<file path="src/hw/rtl/mg_pkg.sv">
// Shared types, constants and functions of the int8_matrix_gain block.
// No dependencies; used by mg_cfg, mg_row_ram, mg_engine and int8_matrix_gain.
`default_nettype none

package mg_pkg;

    localparam int DATA_W     = 8;
    localparam int MAX_DIM    = 4;
    localparam int ROW_W      = 2;
    localparam int DIM_W      = 3;
    localparam int CFG_IDX_W  = 3;
    localparam int CFG_DATA_W = 64;

    // Configuration register indexes.
    typedef enum logic [CFG_IDX_W-1:0] {
        REG_GAIN_A   = 3'd0,
        REG_GAIN_B   = 3'd1,
        REG_OUT_ROWS = 3'd2,
        REG_IN_ROWS  = 3'd3,
        REG_SCALAR   = 3'd4
    } cfg_reg_t;

    // Configuration as seen by the engine, dimensions already clamped to 1..MAX_DIM.
    typedef struct packed {
        logic [CFG_DATA_W-1:0] gain_a;
        logic [CFG_DATA_W-1:0] gain_b;
        logic [DIM_W-1:0]      nout;
        logic [DIM_W-1:0]      nin;
        logic                  scalar;
    } cfg_t;

    // Clamp a raw dimension: zero counts as one, values above MAX_DIM saturate.
    function automatic logic [DIM_W-1:0] clamp_dim(input logic [DIM_W-1:0] v);
        logic [DIM_W-1:0] r;
        if (v == '0) begin
            r = DIM_W'(1);
        end else if (v > DIM_W'(MAX_DIM)) begin
            r = DIM_W'(MAX_DIM);
        end else begin
            r = v;
        end
        return r;
    endfunction

    // Gain entry (r,c): rows 0-1 in gain_a, rows 2-3 in gain_b, byte (r mod 2)*4+c.
    function automatic logic [DATA_W-1:0] gain_entry(
        input logic [CFG_DATA_W-1:0] ga,
        input logic [CFG_DATA_W-1:0] gb,
        input logic [ROW_W-1:0]      r,
        input logic [ROW_W-1:0]      c
    );
        logic [CFG_DATA_W-1:0] sel;
        logic [2:0]            byte_idx;
        sel      = r[1] ? gb : ga;
        byte_idx = {r[0], c};
        return sel[{byte_idx, 3'b000} +: DATA_W];
    endfunction

endpackage

`default_nettype wire

</file>
<file path="src/hw/rtl/mg_cfg.sv">
// Configuration register file of the int8_matrix_gain block.
// Depends on mg_pkg for register indexes and the cfg_t struct.
`default_nettype none

module mg_cfg (
    input  wire logic                          aclk,
    input  wire logic                          aresetn,
    input  wire logic                          cfg_valid,
    output logic                               cfg_ready,
    input  wire logic [mg_pkg::CFG_IDX_W-1:0]  cfg_index,
    input  wire logic [mg_pkg::CFG_DATA_W-1:0] cfg_data,
    output mg_pkg::cfg_t                       cfg
);

    logic [mg_pkg::CFG_DATA_W-1:0] gain_a_reg;
    logic [mg_pkg::CFG_DATA_W-1:0] gain_b_reg;
    logic [mg_pkg::DIM_W-1:0]      out_rows_reg;
    logic [mg_pkg::DIM_W-1:0]      in_rows_reg;
    logic                          scalar_reg;

    // Writes are always taken.
    assign cfg_ready = 1'b1;

    // Register writes; indexes beyond the list are ignored.
    always_ff @(posedge aclk) begin
        if (!aresetn) begin
            gain_a_reg   <= '0;
            gain_b_reg   <= '0;
            out_rows_reg <= mg_pkg::DIM_W'(1);
            in_rows_reg  <= mg_pkg::DIM_W'(1);
            scalar_reg   <= 1'b1;
        end else if (cfg_valid && cfg_ready) begin
            case (cfg_index)
                mg_pkg::REG_GAIN_A:   gain_a_reg   <= cfg_data;
                mg_pkg::REG_GAIN_B:   gain_b_reg   <= cfg_data;
                mg_pkg::REG_OUT_ROWS: out_rows_reg <= cfg_data[mg_pkg::DIM_W-1:0];
                mg_pkg::REG_IN_ROWS:  in_rows_reg  <= cfg_data[mg_pkg::DIM_W-1:0];
                mg_pkg::REG_SCALAR:   scalar_reg   <= cfg_data[0];
                default: ;
            endcase
        end
    end

    // Present the clamped view to the engine.
    always_comb begin
        cfg.gain_a = gain_a_reg;
        cfg.gain_b = gain_b_reg;
        cfg.nout   = mg_pkg::clamp_dim(out_rows_reg);
        cfg.nin    = mg_pkg::clamp_dim(in_rows_reg);
        cfg.scalar = scalar_reg;
    end

endmodule

`default_nettype wire

</file>
<file path="src/hw/rtl/mg_row_ram.sv">
// Row accumulator memory: four 8-bit entries, one write and one registered read port.
// Depends on mg_pkg for widths; per-entry valid bits make unwritten entries read as zero.
`default_nettype none

module mg_row_ram (
    input  wire logic                      aclk,
    input  wire logic                      aresetn,
    input  wire logic                      re,
    input  wire logic [mg_pkg::ROW_W-1:0]  raddr,
    input  wire logic                      we,
    input  wire logic [mg_pkg::ROW_W-1:0]  waddr,
    input  wire logic [mg_pkg::DATA_W-1:0] wdata,
    output logic      [mg_pkg::DATA_W-1:0] rdata
);

    logic [mg_pkg::DATA_W-1:0]  mem [mg_pkg::MAX_DIM];
    logic [mg_pkg::MAX_DIM-1:0] valid_reg;
    logic [mg_pkg::DATA_W-1:0]  rdata_reg;
    logic                       rvalid_reg;

    // Storage array, written and read synchronously.
    always_ff @(posedge aclk) begin
        if (we) begin
            mem[waddr] <= wdata;
        end
        if (re) begin
            rdata_reg <= mem[raddr];
        end
    end

    // Valid bits: cleared by reset, set on the first write of each entry.
    always_ff @(posedge aclk) begin
        if (!aresetn) begin
            valid_reg  <= '0;
            rvalid_reg <= 1'b0;
        end else begin
            if (we) begin
                valid_reg[waddr] <= 1'b1;
            end
            if (re) begin
                rvalid_reg <= valid_reg[raddr];
            end
        end
    end

    // An entry never written reads as its reset value of zero.
    assign rdata = rvalid_reg ? rdata_reg : '0;

endmodule

`default_nettype wire

</file>
<file path="src/hw/rtl/mg_engine.sv">
// Multiply-accumulate sequencer: in matrix mode reads a row sum, adds one product, writes it back;
// scalar mode skips the row memory. Depends on mg_pkg and instantiates mg_row_ram; holds the result output register.
`default_nettype none

module mg_engine (
    input  wire logic                      aclk,
    input  wire logic                      aresetn,
    input  wire mg_pkg::cfg_t              cfg,
    input  wire logic                      s_tvalid,
    output logic                           s_tready,
    input  wire logic [mg_pkg::DATA_W-1:0] s_sample,
    output logic                           m_tvalid,
    input  wire logic                      m_tready,
    output logic      [mg_pkg::DATA_W-1:0] m_value,
    output logic                           m_last
);

    typedef enum logic [2:0] {
        ST_IDLE = 3'b001,
        ST_READ = 3'b010,
        ST_CALC = 3'b100
    } state_t;

    state_t                      state_reg, state_next;
    logic [mg_pkg::DATA_W-1:0]   sample_reg;
    logic [mg_pkg::ROW_W-1:0]    col_reg;
    logic [mg_pkg::ROW_W-1:0]    row_reg;
    logic                        scalar_reg;
    logic                        emit_reg;
    logic [mg_pkg::ROW_W-1:0]    elem_idx_reg;
    logic                        out_valid_reg;
    logic [mg_pkg::DATA_W-1:0]   out_value_reg;
    logic                        out_last_reg;

    logic                        accept;
    logic                        col_done;
    logic [mg_pkg::DATA_W-1:0]   gain_sel;
    logic signed [2*mg_pkg::DATA_W-1:0] prod;
    logic [mg_pkg::DATA_W-1:0]   prod8;
    logic [mg_pkg::DATA_W-1:0]   ram_rdata;
    logic [mg_pkg::DATA_W-1:0]   new_sum;
    logic                        last_row;
    logic                        out_free;
    logic                        proceed;

    assign s_tready = (state_reg == ST_IDLE);
    assign accept   = s_tvalid && s_tready;

    // The sample closes its column when its index reaches in_rows-1 or beyond.
    assign col_done = ({1'b0, elem_idx_reg} + mg_pkg::DIM_W'(1)) >= cfg.nin;

    // One shared multiplier, then the wrapped add into the row sum.
    assign gain_sel = mg_pkg::gain_entry(cfg.gain_a, cfg.gain_b, row_reg, col_reg);
    assign prod     = $signed(gain_sel) * $signed(sample_reg);
    assign prod8    = prod[mg_pkg::DATA_W-1:0];
    assign new_sum  = (col_reg == '0) ? prod8 : ram_rdata + prod8;

    assign last_row = scalar_reg || ({1'b0, row_reg} == (cfg.nout - mg_pkg::DIM_W'(1)));
    assign out_free = !out_valid_reg || m_tready;
    assign proceed  = (state_reg == ST_CALC) && (!emit_reg || out_free);

    mg_row_ram u_ram (
        .aclk    (aclk),
        .aresetn (aresetn),
        .re      (state_reg == ST_READ),
        .raddr   (row_reg),
        .we      (proceed && !scalar_reg),
        .waddr   (row_reg),
        .wdata   (new_sum),
        .rdata   (ram_rdata)
    );

    // Sequencer: ST_READ then ST_CALC per row; scalar mode goes straight to ST_CALC.
    always_comb begin
        state_next = state_reg;
        case (state_reg)
            ST_IDLE: begin
                if (accept) begin
                    state_next = cfg.scalar ? ST_CALC : ST_READ;
                end
            end
            ST_READ: state_next = ST_CALC;
            ST_CALC: begin
                if (proceed) begin
                    state_next = last_row ? ST_IDLE : ST_READ;
                end
            end
            default: state_next = ST_IDLE;
        endcase
    end

    // Control registers.
    always_ff @(posedge aclk) begin
        if (!aresetn) begin
            state_reg     <= ST_IDLE;
            elem_idx_reg  <= '0;
            out_valid_reg <= 1'b0;
        end else begin
            state_reg <= state_next;
            if (proceed && last_row && !scalar_reg) begin
                elem_idx_reg <= emit_reg ? '0 : col_reg + mg_pkg::ROW_W'(1);
            end
            if (proceed && emit_reg) begin
                out_valid_reg <= 1'b1;
            end else if (m_tready) begin
                out_valid_reg <= 1'b0;
            end
        end
    end

    // Item context and result payload.
    always_ff @(posedge aclk) begin
        if (accept) begin
            sample_reg <= s_sample;
            col_reg    <= cfg.scalar ? '0 : elem_idx_reg;
            row_reg    <= '0;
            scalar_reg <= cfg.scalar;
            emit_reg   <= cfg.scalar || col_done;
        end else if (proceed && !last_row) begin
            row_reg <= row_reg + mg_pkg::ROW_W'(1);
        end
        if (proceed && emit_reg) begin
            out_value_reg <= new_sum;
            out_last_reg  <= last_row;
        end
    end

    assign m_tvalid = out_valid_reg;
    assign m_value  = out_value_reg;
    assign m_last   = out_last_reg;

endmodule

`default_nettype wire

</file>
<file path="src/hw/rtl/int8_matrix_gain.sv">
// int8_matrix_gain: signed int8 gain, scalar or matrix-vector, wrap-around arithmetic.
// Depends on mg_pkg; instantiates mg_cfg and mg_engine.
//
// Usage:
//   Samples enter on the s_ stream, one int8 per transfer. Results leave on the
//   m_ stream, one int8 per transfer, with m_tlast on the final result of a sample.
//   The cfg_ channel writes registers 0..4 (gain_a, gain_b, out_rows, in_rows,
//   scalar_mode); it is always ready, and the user must write it only while
//   the block is idle; the block itself does not enforce this.
//   Scalar mode: each sample gives gain(0,0)*sample, with no row memory access.
//   Matrix mode: samples arrive column-major; every row sum passes once through
//   the memory read state and the shared multiply-accumulate state. The last sample
//   of a column emits out_rows results, row 0 first, through the output register.
//   Reset clears the configuration to scalar mode with zero gain, the column
//   position to zero and the row sums to zero (by per-entry valid bits).
//   A stalled receiver holds the output register; a new sample is still taken
//   while a result waits, and the engine only waits once it has the next result.
`default_nettype none

module int8_matrix_gain (
    input  wire logic                          aclk,
    input  wire logic                          aresetn,
    // Input stream; s_tdata[7:0] = sample.
    input  wire logic                          s_tvalid,
    output logic                               s_tready,
    input  wire logic [7:0]                    s_tdata,
    // Result stream; m_tdata[7:0] = value.
    output logic                               m_tvalid,
    input  wire logic                          m_tready,
    output logic      [7:0]                    m_tdata,
    output logic                               m_tlast,
    // Configuration write channel.
    input  wire logic                          cfg_valid,
    output logic                               cfg_ready,
    input  wire logic [mg_pkg::CFG_IDX_W-1:0]  cfg_index,
    input  wire logic [mg_pkg::CFG_DATA_W-1:0] cfg_data
);

    mg_pkg::cfg_t cfg;

    mg_cfg u_cfg (
        .aclk      (aclk),
        .aresetn   (aresetn),
        .cfg_valid (cfg_valid),
        .cfg_ready (cfg_ready),
        .cfg_index (cfg_index),
        .cfg_data  (cfg_data),
        .cfg       (cfg)
    );

    mg_engine u_engine (
        .aclk     (aclk),
        .aresetn  (aresetn),
        .cfg      (cfg),
        .s_tvalid (s_tvalid),
        .s_tready (s_tready),
        .s_sample (s_tdata),
        .m_tvalid (m_tvalid),
        .m_tready (m_tready),
        .m_value  (m_tdata),
        .m_last   (m_tlast)
    );

endmodule

`default_nettype wire

</file>
<file path="config.mk">
export PLATFORM = sky130hd
export DESIGN_NAME = int8_matrix_gain
export DESIGN_NICKNAME = d
export VERILOG_FILES = /design/src/hw/rtl/mg_pkg.sv /design/src/hw/rtl/mg_cfg.sv /design/src/hw/rtl/mg_row_ram.sv /design/src/hw/rtl/mg_engine.sv /design/src/hw/rtl/int8_matrix_gain.sv
export SDC_FILE = /design/constraint.sdc
export NUM_CORES = 1
export LEC_CHECK = 0
export BUFFER_PORTS_ARGS = -buffer_cell sky130_fd_sc_hd__buf_2
export CAP_MARGIN = 20
export CORE_AREA = 2 2 163 165
export DETAILED_ROUTE_END_ITERATION = 16
export DIE_AREA = 0 0 165 167
export SETUP_SLACK_MARGIN = 0.02
export SLEW_MARGIN = 20
export SYNTH_ARGS = -nofsm -noshare
export SYNTH_HDL_FRONTEND = slang
export SYNTH_SLANG_ARGS = --single-unit
</file>
<file path="constraint.sdc">
create_clock -name aclk -period 5.6 [get_ports aclk]
set_input_delay 1.12 -clock aclk [delete_from_list [all_inputs] [get_ports aclk]]
set_output_delay 1.12 -clock aclk [all_outputs]
set_load 0.1 [all_outputs]
</file>
==> results of run 1 <==
[metal layers]
layer | up-vias | routed length (um)
li1 | 3602 | -
met1 | 3560 | 11760
met2 | 129 | 11830
met3 | 37 | 998
met4 | 0 | 457
met5 | - | 0
[final cells by class]
cell class	count	share of cell area
multi-input combinational	699	0.4285
sequential	209	0.3930
timing repair buffer	129	0.06952
clock buffer	32	0.05414
tap	335	0.03435
inverter	38	0.01189
clock inverter	10	0.008511
[power groups by stage]
stage                     Clock, uW  Combinational [uW]  Sequential (uW)
after CTS                      1560                 326             1630
after floorplan                   0                 202             1670
after global placement            0                 321             1660
after detailed placement          0                 324             1660
final                          1530                 362             1630
after global routing           1610                 393             1630
[timing repair]
| item | 4_1_cts | 5_1_grt |
|---|---|---|
| setup endpoints to repair | 5 | 5 |
| resized for setup | 4 | 60 |
| buffers inserted | 0 | 8 |
| pin swaps | 0 | 26 |
| cloned | 0 | 2 |
[worst min-delay path by stage]
stage / start / endpoint / slack, ps / depth (start not counted)
finish: u_cfg.gain_a_reg[63] / u_cfg.gain_a_reg[63] / 460 / 2
global route: u_cfg.gain_a_reg[47] / u_cfg.gain_a_reg[47] / 480 / 2
CTS: u_cfg.gain_a_reg[63] / u_cfg.gain_a_reg[63] / 460 / 2
detailed placement: u_cfg.gain_a_reg[63] / u_cfg.gain_a_reg[63] / 450 / 2
global placement: u_engine.u_ram.valid_reg[3] / u_engine.u_ram.valid_reg[3] / 440 / 1
floorplan: u_engine.u_ram.valid_reg[2] / u_engine.u_ram.valid_reg[2] / 440 / 1
[worst register-to-register path, cell delays in order (launching register included)]
cell	delay [ps]
edfxtp_1	500
clkbuf_16	210
buf_12	130
buf_6	120
mux2i_1	120
mux4_2	520
mux2i_1	200
and2_1	190
ha_4	210
fa_1	480
fa_1	550
fa_1	460
ha_4	320
xor2_4	190
ha_4	230
o21a_1	100
nor2_2	140
nor3_2	60
nor3b_2	190
xnor3_2	310
[kinds of logic (layout without fill, tap and decap cells)]
| group | Yosys count | in the layout | share of synthesized area |
|---|---|---|---|
| and+or+nand+nor | 370 | 370 | 0.1504 |
| DFF | 209 | 209 | 0.4710 |
| AOI/OAI and AO/OA | 185 | 185 | 0.1315 |
| buffers and inverters | 95 | 209 | 0.04044 |
| muxes | 68 | 68 | 0.1127 |
| adders and majority gates | 49 | 49 | 0.06981 |
| xor gates and xnor gates | 26 | 26 | 0.02372 |
| other | 1 | 1 | 0.0003684 |
[cells in the final DEF, fill, tap and decap left out, types with 5 or more instances in the layout]
master	count
a21boi_0	129
a21o_1	5
a21oi_1	14
a22oi_2	5
a31oi_1	7
and2_1	19
buf_2	89
buf_4	27
buf_6	8
clkbuf_1	5
clkbuf_16	26
dfxtp_1	147
edfxtp_1	61
fa_1	11
ha_1	26
ha_4	9
inv_1	26
inv_2	10
mux2i_1	27
mux4_2	37
nand2_1	288
nand2b_1	5
nand3_1	5
nor2_1	19
nor2b_1	14
o21a_1	6
xnor2_1	19
xor2_1	5
[stage by stage]
stage                     hold WS, ps  std cells  TNS (ps)
final                           457.0       1452         0
after global routing            477.8       1452    -396.5
after CTS                       461.8       1442         0
after detailed placement        453.5       1400    -348.2
after global placement          441.7       1400    -3.778
after floorplan                 435.4       1003         0
==> results.yml, run 1 <==
drt:
  route.detailed.drc: 0
  dr_total_vias: 7328
  ant_nets: 0
  routedWlPerCell_um: 17.25
  post_drt_via_cell_ratio: 5.047
  drt-pass1-iter-count: 5
  drt_iter0_drc: 468
  wl_um: 25040
clocking:
  cts_htree_levels: 1
  clkTransAtPathRegs_ps: 60
  tritoncts: "yes"
  clock_latency_ps: 520
  clock_path_buffers: 3
  cts_root_buffer: "clkbuf_16"
  hold_buffers: 0
  cts_sinks: 209
  cts_made_buffers: 23
sta:
  maxSlewHeadroom: 0.3806
  fin_crit_ps: 5515
  worst_pin_slew_ps: 925.7
  clock.fmax_mhz: 181.3
  slew_violations: 0
  clock_skew_ps: 16.75
  finalCritPeriodShare: 0.9848
  fin_ws_ps: 85.22
  finalHoldViolations: 0
  rsz0062_at_grt: "yes"
  report.final.setup_viol: 0
global_route:
  overflow: 0
  use_met2: 0.2862
  met3_usage: 0.02540
  met1_usage: 0.2557
  grt_pass1_vias: 7024
  grt_max_degree: 88
  grt_pass1_wl_um: 38670
  antenna_found_initial: 0
  grt_usage: 0.1785
  grt-busiest-layer: "met2"
final_layout:
  multi_input_area_um2: 5229
  diodes: 0
  layout.nets: 1229
  synthToLayoutAreaGrowth_pct: 19.86
  drive_above_1_share: 0.2283
  seqCellArea_um2: 4796
  fin_util: 0.4736
  num-fill-cells: 2399
  fin_area_um2: 12200
pwr:
  power_density_nw_per_um2: 288.4
  p_leak_uw: 0.004528
  totalPowerFinal_uw: 3519
  power_frac_clock: 0.435
  power.share.switching: 0.2419
  pwr-share-comb: 0.103
  power.switching_uw: 851.4
  peakVddDrop_mv: 0.1737
  pwr-share-seq: 0.463
  intPower_uw: 2668
worst_setup_path:
  crit_buf_inv: 3
  cp_slowest_stage_delay_ps: 550
  r2r_start: "u_engine.col_reg[1]"
  crit_arrival_ps: 5750
  slowest_stage: "fa_1"
  r2r_cells: 19
  cp_top_family: "adder cells"
  path_depth: 19
  worst_setup_path_start_kind: "register"
  r2r_end: "u_engine.m_value[7]"
  path_cells: "clkbuf_16 > buf_12 > buf_6 > mux2i_1 > mux4_2 > mux2i_1 > and2_1 > ha_4 > fa_1 > fa_1 > fa_1 > ha_4 > xor2_4 > ha_4 > o21a_1 > nor2_2 > nor3_2 > nor3b_2 > xnor3_2"
  worst_setup_path_end_kind: "register"
  crit_path_start: "u_engine.col_reg[1]"
  worstPathMaxFanout: 5
  critical_path_class: "reg -> reg"
  cp_data_required_time_ps: 5840
  rrSetupSlack_ps: 90
  cp-endpoint: "u_engine.m_value[7]"
synthesis:
  synth_flop_cell: "dfxtp_1"
  ys_top_cells_by_area: "dfxtp_1 (29%), edfxtp_1 (18%), nand2_1 (11%), a21boi_0 (9.5%), mux4_2 (8.2%)"
  netlist.area_leader.share: 0.2911
  synth_area_leader_cell: "dfxtp_1"
  synth.distinct_cells: 48
  synth_area_um2: 10180
  avgSynthCellArea_um2: 10.15
  yosysMostFrequentCell: "nand2_1"
  ys_ff_latch: 209
  yosysSeqAreaShare: 0.4710
  synthCells: 1003
  synth_commonest_cells: "nand2_1 (292), dfxtp_1 (148), a21boi_0 (129), edfxtp_1 (61), clkbuf_1 (43)"
  async_flop_share: 0
  syn_nets: 1132
  yosys_warnings: 0
  synth_edf_count: 61
floorplanning:
  die_area_um2: 27560
  core_area_um2: 25760
  die_x_um: 165
  io_pins: 92
  initial_utilization: 0.3951
  rows: 59
  die_h_um: 167
place:
  gp_congestion: 0.9297
  portBuffers: 90
  place_ws_ps: -69.65
  dp_hpwl_um: 17170
  placed_area_um2: 11040
worst_hold_path:
  hp-class: "reg -> reg"
outcome:
  status: "finished, final reports clean"
run:
  maxCapViolations: 0
Note: power is estimated with default switching activity, not from simulation.
==> inputs of run 2 (changes only) <==
- ABC_CLOCK_PERIOD_IN_PS: unset -> 6600
- SKIP_LAST_GASP: unset -> 1
- clock period: 5.6 -> 6.6 ns (I/O delays scaled with it)
==> results.yml, run 2 (synthesis results as in run 1) <==
outcome:
  status: "finished, final reports clean"
worst_setup_path:
  worst_setup_path_start_kind: "register"
  r2r_cells: 20
  crit_buf_inv: 5
  crit_arrival_ps: 6240
  path_cells: "buf_12 > mux4_2 > mux2_2 > o21ai_1 > nor2_1 > fa_1 > inv_1 > fa_1 > inv_1 > ha_1 > inv_1 > fa_1 > inv_1 > fa_1 > xor2_1 > ha_1 > a2111oi_0 > nor3_1 > nor3b_1 > xnor3_1"
  slowest_stage: "mux4_2"
  r2r_start: "u_engine.col_reg[1]"
  cp_top_family: "adder cells"
  worst_setup_path_end_kind: "register"
  rrSetupSlack_ps: 580
  cp_data_required_time_ps: 6830
  r2r_end: "u_engine.u_ram.mem[3][7]"
  cp_slowest_stage_delay_ps: 540
  worstPathMaxFanout: 34
  critical_path_class: "reg -> reg"
global_route:
  grt_usage: 0.1758
  grt_pass1_vias: 7206
  antenna_found_initial: 0
  grt_pass1_wl_um: 38560
  grt_max_degree: 95
  overflow: 0
clocking:
  clock_path_buffers: 3
  cts_sinks: 209
  clock_latency_ps: 510
  cts_htree_levels: 1
  tritoncts: "yes"
  cts-resized-gates: 0
  clkTransAtPathRegs_ps: 60
  cts_root_buffer: "clkbuf_16"
  cts_made_buffers: 24
  hold_buffers: 0
  postCtsSetupRepairBufs: 0
sta:
  clock.fmax_mhz: 166.2
  tns_ps: 0
  worst_pin_slew_ps: 905.5
  report.final.setup_viol: 0
  rsz0062_at_grt: "no"
  clock_skew_ps: 14.36
  timing.hold.ws_ps: 462.4
  finalCritPeriodShare: 0.9114
  finalHoldViolations: 0
  fin_crit_ps: 6015
  slew_violations: 0
  maxSlewHeadroom: 0.3941
floorplanning:
  initial_utilization: 0.3951
  rows: 59
  die_x_um: 165
  die_h_um: 167
  die_area_um2: 27560
  io_pins: 92
  core_area_um2: 25760
pwr:
  power.switching_uw: 706.2
  p_leak_uw: 0.004389
  intPower_uw: 2248
  power.share.switching: 0.2390
  power_frac_clock: 0.445
  peakVddDrop_mv: 0.1612
  power_density_nw_per_um2: 253.2
  pwr-share-seq: 0.468
  pwr-share-comb: 0.087
drt:
  drt_iter0_drc: 524
  post_drt_via_cell_ratio: 5.043
  wl_um: 23960
  routedWlPerCell_um: 16.81
  drt-pass1-iter-count: 4
  route.detailed.drc: 0
  dr_total_vias: 7186
  ant_nets: 0
place:
  placed_area_um2: 10880
  gp_congestion: 0.8431
  dp_hpwl_um: 16320
  portBuffers: 90
  dp_cells: 1381
worst_hold_path:
  min_path_cells: 2
  hp-class: "reg -> reg"
  min_to: "u_cfg.gain_b_reg[3]"
  hp-start: "u_cfg.gain_b_reg[3]"
final_layout:
  fin_area_um2: 11670
  layout.nets: 1201
  layout_commonest_cell: "nand2_1"
  diodes: 0
  drive_above_1_share: 0.1706
  layout_common_cells: "nand2_1 (291), dfxtp_1 (147), a21boi_0 (129)"
  layout.cells.non_filler: 1425
  synthToLayoutAreaGrowth_pct: 14.64
  num-fill-cells: 2435
run:
  maxCapViolations: 0
[run 2: cell count changes in the layout (fill, tap and decap cells not counted), moves of 4 or more]
cell / previous run / this run
ha_4: 9 / 0
inv_1: 26 / 36
buf_4: 27 / 10
inv_2: 10 / 1
ha_1: 26 / 36
a22oi_2: 5 / 1
buf_6: 8 / 0
a22oi_1: 1 / 5
[run 2: worst max path at each step]
stage                                    from                  endpoint  slack [ps]  cells past startpoint
after floorplan           u_engine.col_reg[1]       u_engine.m_value[7]        1120                     22
after global placement    u_engine.col_reg[1]  u_engine.u_ram.mem[0][7]         700                     20
after detailed placement  u_engine.col_reg[1]  u_engine.u_ram.mem[3][7]         560                     20
after CTS                 u_engine.col_reg[1]  u_engine.u_ram.mem[3][7]         540                     20
after global routing      u_engine.col_reg[0]  u_engine.u_ram.mem[3][7]          80                     19
final                     u_engine.col_reg[1]  u_engine.u_ram.mem[3][7]         580                     20
[run 2: worst reg2reg max path: cells and delay by family (launching register included)]
family | cells | cell delay, ps
compound gates | 2 | 880
xor+xnor | 2 | 480
fa+ha+maj | 6 | 2150
buf+inv | 5 | 560
flops | 1 | 370
mux | 2 | 850
simple gates | 3 | 450
[run 2: cell type report]
cell class                      instances  area (um2)  area share
Clock inverter                         13       118.9     0.01019
Inverter                               38       142.6     0.01222
Tap cell                              335       419.2     0.03592
Timing Repair Buffer                  100       540.5     0.04632
Multi-Input combinational cell        699        4985      0.4271
Clock buffer                           31       668.1     0.05725
Sequential cell                       209        4796      0.4110
[run 2: per-layer routing]
| layer | global-route usage | wire (um) |
|---|---|---|
| met4 | 0.03365 | 331 |
| met1 | 0.2545 | 11120 |
| met5 | 0 | 0 |
| met2 | 0.2810 | 11390 |
| met3 | 0.02565 | 1120 |
[run 2: per-stage QoR]
step | total power [uW] | setup WS [ps] | util
2_1_floorplan | 1588 | 1119 | -
3_3_place_gp | 1668 | 704.8 | 0.4224
3_5_place_dp | 1670 | 560.5 | 0.4224
4_1_cts | 2987 | 536.6 | 0.4530
5_1_grt | 3061 | 81.02 | 0.4530
6_report | 2955 | 584.7 | 0.4530
[run 2: power groups by stage]
stage | clock network, uW | logic (uW) | registers [uW]
2_1_floorplan | 0 | 171 | 1420
3_3_place_gp | 0 | 258 | 1410
3_5_place_dp | 0 | 260 | 1410
4_1_cts | 1340 | 261 | 1380
5_1_grt | 1390 | 284 | 1390
6_report | 1320 | 257 | 1380
==> inputs of run 3 (changes only) <==
--- a/config.mk
+++ b/config.mk
@@ -10,5 +10,6 @@
 export CAP_MARGIN = 20
-export CORE_AREA = 2 2 163 165
+export CORE_AREA = 2 2 165 167
 export DETAILED_ROUTE_END_ITERATION = 16
-export DIE_AREA = 0 0 165 167
+export DIE_AREA = 0 0 167 169
+export REMOVE_ABC_BUFFERS = 1
 export SETUP_SLACK_MARGIN = 0.02
@@ -18,2 +19,3 @@
 export SYNTH_HDL_FRONTEND = slang
+export SYNTH_HIERARCHICAL = 1
 export SYNTH_SLANG_ARGS = --single-unit
==> constraint.sdc (replaced) <==
create_clock -name aclk -period 6.6 [get_ports aclk]
set_input_delay 0.99 -clock aclk [delete_from_list [all_inputs] [get_ports aclk]]
set_output_delay 0.99 -clock aclk [all_outputs]
set_load 0.1 [all_outputs]
==> results.yml, run 3 <==
synthesis:
  synth_compound_area_frac: 0.03764
  async_flop_share: 0
  synth_area_leader_cell: "dfxtp_1"
  ys_top_cells_by_area: "dfxtp_1 (28%), edfxtp_1 (18%), mux2i_1 (15%), nand2_1 (7.9%), mux4_2 (5.8%)"
  yosys.area_share.simple: 0.1344
  synth_fa_ha_area_frac: 0.06329
  yosysMostFrequentCell: "nand2_1"
  yosys_warnings: 6
  avgSynthCellArea_um2: 11.10
  synthCells: 940
  synth.distinct_cells: 55
  netlist.area_leader.share: 0.2839
  yosys.area_share.xor_xnor: 0.02577
  synthMuxAreaShare: 0.2308
  synth_flop_cell: "dfxtp_1"
  synth_edf_count: 61
  synth_area_um2: 10440
  synth_top_family_by_area: "multiplexers"
  yosysSeqAreaShare: 0.4594
  synth_commonest_cells: "nand2_1 (220), mux2i_1 (157), dfxtp_1 (148), edfxtp_1 (61)"
  ys_ff_latch: 209
sta:
  finalCritPeriodShare: 0.9093
  worst_pin_slew_ps: 1011
  fin_ws_ps: 598.9
  clock_skew_ps: 20.51
  rsz0062_at_grt: "no"
  report.final.setup_viol: 0
  maxSlewHeadroom: 0.3258
  finalHoldViolations: 0
  fin_crit_ps: 6001
  clock.fmax_mhz: 166.6
  slew_violations: 0
  tns_ps: 0
global_route:
  overflow: 0
  grt_pass1_vias: 6953
  antenna_found_initial: 0
  grt_max_degree: 146
  grt_usage: 0.1580
  grt_pass1_wl_um: 36260
worst_setup_path:
  slowest_stage: "dfxtp_4"
  path_cells: "buf_4 > mux4_2 > nand2_1 > nand2_1 > a21oi_1 > nor2b_1 > fa_1 > inv_1 > fa_1 > inv_1 > ha_1 > inv_1 > fa_1 > inv_1 > fa_1 > ha_1 > a21o_1 > a21oi_1 > o21ai_0 > xnor2_1 > nor2_1 > xnor3_1"
  critical_path_class: "reg -> reg"
  worst_setup_path_start_kind: "register"
  worstPathMaxFanout: 24
  crit_arrival_ps: 6210
  worst_setup_path_end_kind: "register"
  cp_data_required_time_ps: 6810
  cp_slowest_stage_delay_ps: 610
clocking:
  clkTransAtPathRegs_ps: 60
  clock_path_buffers: 3
  tritoncts: "yes"
  cts_htree_levels: 1
  cts_sinks: 209
  cts_made_buffers: 23
  cts_root_buffer: "clkbuf_16"
  clock_latency_ps: 510
drt:
  wl_um: 22350
  ant_nets: 0
  drt_iter0_drc: 333
  route.detailed.drc: 0
  post_drt_via_cell_ratio: 4.957
  drt-pass1-iter-count: 4
  dr_total_vias: 6801
  routedWlPerCell_um: 16.29
floorplanning:
  rows: 60
  io_pins: 92
  die_x_um: 167
  core_area_um2: 26500
  die_h_um: 169
  initial_utilization: 0.3939
  die_area_um2: 28220
final_layout:
  num-fill-cells: 2496
  layout_commonest_cell: "nand2_1"
  synthToLayoutAreaGrowth_pct: 13.02
  layout.nets: 1139
  drive_above_1_share: 0.1765
  layout_common_cells: "nand2_1 (220), mux2i_1 (157), dfxtp_1 (147)"
  diodes: 0
place:
  gp_congestion: 0.8113
  portBuffers: 90
  place_ws_ps: 312.4
  dp_hpwl_um: 15210
pwr:
  p_leak_uw: 0.005012
  power_density_nw_per_um2: 248.3
  peakVddDrop_mv: 0.1285
  totalPowerFinal_uw: 2929
run:
  maxCapViolations: 0
worst_hold_path:
  hp-class: "reg -> reg"
outcome:
  status: "finished, final reports clean"
[run 3: cell families after synthesis]
family          Yosys count
mux                     199
xor+xnor                 26
flops                   209
buf+inv                  87
compound gates           60
fa+ha+maj                45
simple gates            313
other cells               1
[run 3: critical path: cells and delay by family, from the launching register on]
family / cells / cell delay, ps
adder cells (fa/ha/maj): 6 / 2260
AO/OA/AOI/OAI: 4 / 740
buffers and inverters: 5 / 620
flip-flops: 1 / 610
XOR/XNOR: 2 / 550
multiplexers: 1 / 520
AND/OR/NAND/NOR: 4 / 380
[run 3: through the flow]
| stage | cells | hold WS (ps) | utilization | instance area (um2) |
|---|---|---|---|---|
| 2_1_floorplan | 886 | 429.9 | - | 10060 |
| 3_3_place_gp | 1329 | 439.4 | 0.4166 | 11040 |
| 3_5_place_dp | 1329 | 445.8 | 0.4166 | 11040 |
| 4_1_cts | 1371 | 457.7 | 0.4446 | 11780 |
| 5_1_grt | 1372 | 475.6 | 0.4451 | 11800 |
| 6_report | 1372 | 452.4 | 0.4451 | 11800 |
[run 3: path summary, 6_finish.rpt]
kind | start | end | slack (ps) | cells past startpoint
worst max register to register | u_engine/row_reg[1] | u_engine/u_ram/mem[1][7] | 600 | 22
worst min register to register | u_cfg/gain_a_reg[0] | u_cfg/gain_a_reg[0] | 450 | 2
worst min-delay path | u_cfg/gain_a_reg[0] | u_cfg/gain_a_reg[0] | 450 | 2
worst max-delay path | u_engine/row_reg[1] | u_engine/u_ram/mem[1][7] | 600 | 22
[run 3: cell type report]
class                   instances  area (um2)  area share
multi-input cells             644        5146      0.4363
clock buffers                  32       639.4     0.05420
repair buffers                103       558.0     0.04731
flip-flops and latches        209        4798      0.4068
well taps                     341       426.7     0.03617
clock inverters                10       103.9    0.008804
inverters                      33       123.9     0.01050
[run 3: routing by layer]
metal	up-vias	global-route usage	share of wire
met3	19	0.02221	0.035
met1	3271	0.2181	0.49
met2	108	0.2675	0.47
met4	0	0.03036	0.011
li1	3403	-	-
met5	-	0	0
[run 3: repair_timing]
| action | CTS | global route |
|---|---|---|
| setup endpoints to repair | 0 | 5 |
| buffers inserted | 0 | 0 |
| endpoints found under the hold margin | 0 | 0 |
| gates resized for setup | 0 | 1 |
| hold buffers | 0 | 0 |
[run 3: power by group]
group          leakage (uW)  switching, uW  internal, uW
registers           0.00175           18.8          1360
clock network      0.000364            506           754
logic               0.00290            175           113
total               0.00501            700          2230
